**src/hw/rtl/sdg_pkg.sv**
```systemverilog
// ----------------------------------------------------------------------------
// sdg_pkg
// Shared types, codes and helpers for the spatial dilemma grid block.
// ----------------------------------------------------------------------------
package sdg_pkg;

  localparam int MAX_SIDE    = 64;
  localparam int GRID_RESET  = 64;
  localparam int CFG_IDX_W   = 2;
  localparam int CFG_DATA_W  = 7;
  localparam int PAYOFF_W    = 5;
  localparam int SCORE_W     = 8;
  localparam int STEP_W      = 4;

  localparam logic [PAYOFF_W-1:0] PAYOFF_MAX        = 5'd28;
  localparam logic [PAYOFF_W-1:0] REWARD_RESET      = 5'd10;
  localparam logic [PAYOFF_W-1:0] TEMPTATION_RESET  = 5'd19;

  // configuration register indexes
  localparam logic [CFG_IDX_W-1:0] CFG_GRID_WIDTH  = 2'd0;
  localparam logic [CFG_IDX_W-1:0] CFG_GRID_HEIGHT = 2'd1;
  localparam logic [CFG_IDX_W-1:0] CFG_REWARD      = 2'd2;
  localparam logic [CFG_IDX_W-1:0] CFG_TEMPTATION  = 2'd3;

  // request opcodes
  localparam logic [1:0] OP_WRITE = 2'd0;
  localparam logic [1:0] OP_GEN   = 2'd1;
  localparam logic [1:0] OP_READ  = 2'd2;

  // sweep phases
  localparam logic [1:0] PH_SCORE  = 2'd0;
  localparam logic [1:0] PH_CHOOSE = 2'd1;
  localparam logic [1:0] PH_COMMIT = 2'd2;

  // step zero is the cell itself, steps one to eight the neighbours
  localparam logic [STEP_W-1:0] STEP_LAST_NB  = 4'd8;
  localparam logic [STEP_W-1:0] STEP_SWEEP_END = 4'd9;
  localparam logic [STEP_W-1:0] STEP_COMMIT_END = 4'd1;

  typedef struct packed {
    logic              sweep;
    logic [1:0]        phase;
    logic [STEP_W-1:0] step;
    logic              pos_clr;
    logic              pos_adv;
    logic              in_take;
    logic              load_read;
    logic              load_gen;
  } dp_cmd_t;

  typedef struct packed {
    logic pos_last;
    logic out_free;
    logic out_full;
  } dp_stat_t;

  function automatic logic signed [1:0] nb_dc(input logic [STEP_W-1:0] step);
    logic signed [1:0] d;
    case (step)
      4'd3, 4'd4, 4'd5: d = 2'sd1;
      4'd6, 4'd7, 4'd8: d = -2'sd1;
      default:          d = 2'sd0;
    endcase
    return d;
  endfunction

  function automatic logic signed [1:0] nb_dr(input logic [STEP_W-1:0] step);
    logic signed [1:0] d;
    case (step)
      4'd1, 4'd4, 4'd7: d = 2'sd1;
      4'd2, 4'd5, 4'd8: d = -2'sd1;
      default:          d = 2'sd0;
    endcase
    return d;
  endfunction

endpackage

```
**src/hw/rtl/sdg_ctrl.sv**
```systemverilog
// ----------------------------------------------------------------------------
// sdg_ctrl
// Sequencer: request decode, three cell sweeps per generation, result loads.
// ----------------------------------------------------------------------------
module sdg_ctrl (
  input  logic             clk_i,
  input  logic             rst_ni,
  input  logic             req_valid_i,
  input  logic [1:0]       opcode_i,
  output logic             req_ready_o,
  input  sdg_pkg::dp_stat_t stat_i,
  output sdg_pkg::dp_cmd_t  cmd_o
);
  import sdg_pkg::*;

  localparam logic [2:0] ST_IDLE   = 3'd0;
  localparam logic [2:0] ST_READ   = 3'd1;
  localparam logic [2:0] ST_SCORE  = 3'd2;
  localparam logic [2:0] ST_CHOOSE = 3'd3;
  localparam logic [2:0] ST_COMMIT = 3'd4;
  localparam logic [2:0] ST_DONE   = 3'd5;

  logic [2:0]        state_q, state_d;
  logic [STEP_W-1:0] step_q, step_d;

  always_comb begin
    state_d     = state_q;
    step_d      = step_q;
    cmd_o       = '0;
    req_ready_o = 1'b0;
    case (state_q)
      ST_IDLE: begin
        req_ready_o   = stat_i.out_free;
        cmd_o.in_take = req_valid_i && stat_i.out_free;
        if (cmd_o.in_take) begin
          case (opcode_i)
            OP_READ: state_d = ST_READ;
            OP_GEN: begin
              state_d       = ST_SCORE;
              step_d        = '0;
              cmd_o.pos_clr = 1'b1;
            end
            default: state_d = ST_IDLE;
          endcase
        end
      end
      ST_READ: begin
        cmd_o.load_read = 1'b1;
        state_d         = ST_IDLE;
      end
      ST_SCORE, ST_CHOOSE, ST_COMMIT: begin
        cmd_o.sweep = 1'b1;
        cmd_o.step  = step_q;
        case (state_q)
          ST_SCORE:  cmd_o.phase = PH_SCORE;
          ST_CHOOSE: cmd_o.phase = PH_CHOOSE;
          default:   cmd_o.phase = PH_COMMIT;
        endcase
        if ((state_q == ST_COMMIT) ? (step_q == STEP_COMMIT_END)
                                   : (step_q == STEP_SWEEP_END)) begin
          step_d = '0;
          if (stat_i.pos_last) begin
            cmd_o.pos_clr = 1'b1;
            case (state_q)
              ST_SCORE:  state_d = ST_CHOOSE;
              ST_CHOOSE: state_d = ST_COMMIT;
              default:   state_d = ST_DONE;
            endcase
          end else begin
            cmd_o.pos_adv = 1'b1;
          end
        end else begin
          step_d = step_q + 1'b1;
        end
      end
      ST_DONE: begin
        cmd_o.load_gen = 1'b1;
        state_d        = ST_IDLE;
      end
      default: state_d = ST_IDLE;
    endcase
  end

  always_ff @(posedge clk_i or negedge rst_ni) begin
    if (!rst_ni) begin
      state_q <= ST_IDLE;
      step_q  <= '0;
    end else begin
      state_q <= state_d;
      step_q  <= step_d;
    end
  end

endmodule

```
**config.mk**
```make
export PLATFORM = sky130hd
export DESIGN_NAME = sdg_ctrl
export DESIGN_NICKNAME = d
export VERILOG_FILES = /design/src/hw/rtl/sdg_pkg.sv /design/src/hw/rtl/sdg_ctrl.sv
export SDC_FILE = /design/constraint.sdc
export NUM_CORES = 1
export LEC_CHECK = 0
export BUFFER_PORTS_ARGS = -buffer_cell sky130_fd_sc_hd__buf_2
export CORE_AREA = 2 2 39 41
export CTS_BUF_LIST = sky130_fd_sc_hd__clkbuf_8
export DETAILED_ROUTE_END_ITERATION = 12
export DIE_AREA = 0 0 41 43
export GPL_ROUTABILITY_DRIVEN = 0
export PLACE_DENSITY = 0.8
export SLEW_MARGIN = 20
export SYNTH_ARGS = -nofsm -noshare
export SYNTH_HDL_FRONTEND = slang
export SYNTH_SLANG_ARGS = --single-unit
```
**constraint.sdc**
```tcl
create_clock -name clk_i -period 1.8 [get_ports clk_i]
set_input_delay 0.36 -clock clk_i [delete_from_list [all_inputs] [get_ports clk_i]]
set_output_delay 0.36 -clock clk_i [all_outputs]
set_load 0.005 [all_outputs]
```
; Word-level counts from Yosys, hierarchy flattened
; Index checks and enable logic that the tools add are counted.
[totals]
input_bits = 8
reg_bits = 7
wordCells = 46
[classes]
n_reduce_logical = 6
mux = 24
add_sub_neg = 1
eq_ne = 13
[op_table]
columns = cell, n
row1 = 4-bit two-way mux, 3
row2 = 3-bit case mux with 2 select lines, 2
row3 = 1-bit two-way mux, 10
row4 = 3-bit two-way mux, 3
row5 = 2-bit case mux with 2 select lines, 2
row6 = 4-bit case mux with 2 select lines, 1
row7 = 7-bit two-way mux, 1
row8 = 3-bit by 2-bit equality test with 1-bit output (second input constant), 2
row9 = 3-bit equality test (second input constant), 2
row10 = 2-bit inequality test (second input constant), 3
row11 = 3-bit AND reduction, 2
row12 = 4-bit by 1-bit adder with 4-bit output (second input constant), 1
row13 = 4-bit by 1-bit equality test with 1-bit output (second input constant), 1
row14 = 4-bit equality test (second input constant), 1
row15 = 3-bit by 1-bit equality test with 1-bit output (second input constant), 1
row16 = 3-bit zero test, 1
row17 = 3-bit OR reduction, 1
row18 = 2-bit by 1-bit equality test with 1-bit output (second input constant), 1
row19 = 2-bit equality test (second input constant), 1
row20 = 2-bit two-way mux, 1
row21 = 2-bit by 1-bit inequality test with 1-bit output (second input constant), 1
row22 = 1-bit case mux with 2 select lines, 1
row23 = 2-bit nonzero test, 1
row24 = 1-bit logical AND, 1

; Longest topological paths before layout
[logic_depth]
word_depth = 5
depth_mapped = 6

; Worst setup path before layout
; OpenSTA, ideal clock, no wires.
[synth_path]
kind = register to output
start = reg state_q[0]
end = out cmd_o[5] (netlist name)
stages_incl_launch_ff = 6
path_slack_ps = 220
t_arrival_ps = 1220
cell_sequence = dfrtp_1 -> buf_2 -> or3b_1 -> inv_1 -> nor2_1 -> nor2b_1
[synth_lines]
columns = item, line_no
row1 = "start, declared", sdg_ctrl.sv:23  ; logic [2:0] state_q, state_d;
row2 = "start signal, assigned", sdg_ctrl.sv:89  ; state_q <= state_d;
row3 = "end, declared", sdg_ctrl.sv:12  ; output sdg_pkg::dp_cmd_t cmd_o

==> flow_summary.json <==
{
  "worstRegToRegCells": 6,
  "crit_end": "cmd_o[4]",
  "max_freq_mhz": 559,
  "dr.first_iter.drc_count": 3,
  "fillers": 139,
  "finalPower_mw": 1.11,
  "viasPerCell": 5.29,
  "setup_viol": 0,
  "ys_dominant_reg_cell": "dfrtp_1",
  "clock_skew_ns": 0.00153,
  "relSlewSlack": 0.733,
  "coreArea_um2": 1380,
  "start_kind": "flip-flop",
  "start_util": 0.400,
  "mappedNetlistArea_um2": 553,
  "firstDrtPassIters": 4,
  "cts_buffer_depth": 2,
  "cp-end-kind": "output port",
  "layout_setup_ws_ns": 0.0102,
  "required_ns": 1.44,
  "p_per_area_nw_per_um2": 1340,
  "worstMarginPinSlew_ns": 0.396,
  "io_pins": 21,
  "avgSynthCellArea_um2": 8.25,
  "yosysWarnings": 0,
  "path_clk_slew_ns": 0.04,
  "r2r_setup_slack_ns": 0.14,
  "r2r-end": "state_q[0]$_DFFE_PN0P_",
  "status": "finished, final reports clean",
  "grt_pass1_wl_um": 2240,
  "final_cell_mix": "buf_2, buf_4, inv_1, dfrtp_1, o21ai_0",
  "ys_types": 30,
  "hp-class": "primary input to async pin",
  "routed_wl_um": 1420,
  "cts_tree": "built",
  "grt_overflow": 0,
  "h-tree-depth": 1,
  "root_buffer": "clkbuf_8",
  "drc": 0,
  "cp.arrival_ns": 1.43,
  "first_global_vias": 566,
  "ir_drop_v": 0.000941,
  "insertion_delay_ns": 0.22,
  "port_buffers": 19,
  "place_ws_ns": 0.129,
  "cts_sinks": 7,
  "period_needed_ns": 1.79,
  "ys_seq_area_frac": 0.317,
  "fin_cells": 112,
  "die_x_um": 41,
  "grt_antenna_before_repair": 0,
  "fin_area_um2": 833,
  "antenna-diode-count": 0,
  "worstSetupStartpoint": "step_q[1]$_DFFE_PN0P_",
  "layout.nets": 107,
  "finalHoldViolCount": 0,
  "track_usage": 0.188,
  "syn2layout_area_growth_pct": 50.7,
  "critPathKind": "flip-flop to output port",
  "place_area_um2": 698,
  "drive_gt1_frac": 0.448,
  "grt_max_degree": 10,
  "async_flop_share": 1.00,
  "worst_r2r_startpoint": "step_q[1]$_DFFE_PN0P_",
  "layout_commonest_cell": "buf_2",
  "synth_fp_nets": 77,
  "rsz0062_at_grt": "yes",
  "finalCritPeriodShare": 0.994,
  "cts_buffers": 3,
  "cap_violations": 0,
  "cp_max_fo": 4,
  "routedWlPerCell_um": 12.7,
  "die_height_um": 43,
  "dp.cells": 105,
  "power_leakage_nw": 0.428,
  "ys_seq_elements": 7,
  "syn_inst": 67,
  "drtAntennaViolNets": 0,
  "dieArea_um2": 1760,
  "synth_edf_count": 0,
  "place_hpwl_um": 1090,
  "num_rows": 14,
  "vias": 593,
  "drv_slew": 0,
  "whs_ns": 0.496
}
how the worst min path moves through the flow:
stage | from | end | cells after the start
after global placement | rst_ni | state_q[1]$_DFFE_PN0P_ | 1
after detailed placement | rst_ni | state_q[1]$_DFFE_PN0P_ | 1
final | rst_ni | step_q[2]$_DFFE_PN0P_ | 2
after global routing | stat_i[2] | state_q[0]$_DFFE_PN0P_ | 2
after CTS | stat_i[2] | state_q[0]$_DFFE_PN0P_ | 2
after floorplan | rst_ni | state_q[0]$_DFFE_PN0P_ | 0
registers in the layout, summed over array words and instances, names as in the netlist:
| signal | cells |
|---|---|
| step_q | 4 |
| state_q | 3 |
critical path, stage by stage (launching register included):
cell	delay (ns)
dfrtp_1	0.38
inv_2	0.08
ha_4	0.14
nor2b_4	0.14
a32oi_1	0.10
o32ai_1	0.21
buf_2	0.15
final cells by class:
cell class | instances | area, µm² | share of cell area
timing repair buffer | 28 | 165 | 0.198
inverter | 7 | 28.8 | 0.0345
tap | 16 | 20.0 | 0.0240
sequential | 7 | 176 | 0.212
multi-input combinational | 50 | 398 | 0.477
clock inverter | 1 | 3.75 | 0.00450
clock buffer | 3 | 41.3 | 0.0495
cells by family after synthesis:
family,share of synthesized area
and+or+nand+nor,0.337
AOI/OAI and AO/OA,0.226
buffers and inverters,0.0747
DFF,0.317
adders and majority gates,0.0452
power by group:
part / switching [mW] / internal (mW)
Combinational: 0.281 / 0.332
Sequential: 0.0716 / 0.220
Clock: 0.0623 / 0.147
Total: 0.415 / 0.699
synthesized netlist by cell type (all sizes together) (2+ instances only):
library cell / instances / area, µm²
dfrtp: 7 / 175
inv: 7 / 26.3
nor2: 6 / 22.5
nor2b: 5 / 31.3
o21ai: 5 / 25.0
nand3: 4 / 20.0
nor3b: 4 / 30.0
a21oi: 2 / 10.0
a22o: 2 / 17.5
buf: 2 / 10.0
ha: 2 / 25.0
nand2: 2 / 7.51
or3b: 2 / 17.5
per-layer routing:
layer,wire length [µm],vias up,track usage
li1,-,302,-
met1,607,276,0.197
met2,749,15,0.313
met3,60,0,0.0785
met4,0,0,0.0733
met5,0,-,0
repair_timing:
item	CTS	global route
hold buffers	1	0
resized for setup	11	7
hold endpoints to repair	7	0
pin swaps	1	2
setup buffers	2	0
endpoints found under the setup margin	6	7
stage by stage:
| stage | TNS [ns] | utilization |
|---|---|---|
| after floorplan | 0 | - |
| after global placement | 0 | 0.505 |
| after detailed placement | 0 | 0.505 |
| after CTS | -0.0269 | 0.580 |
| after global routing | -0.133 | 0.602 |
| final | 0 | 0.602 |
Power figures use the tool's default switching activity.
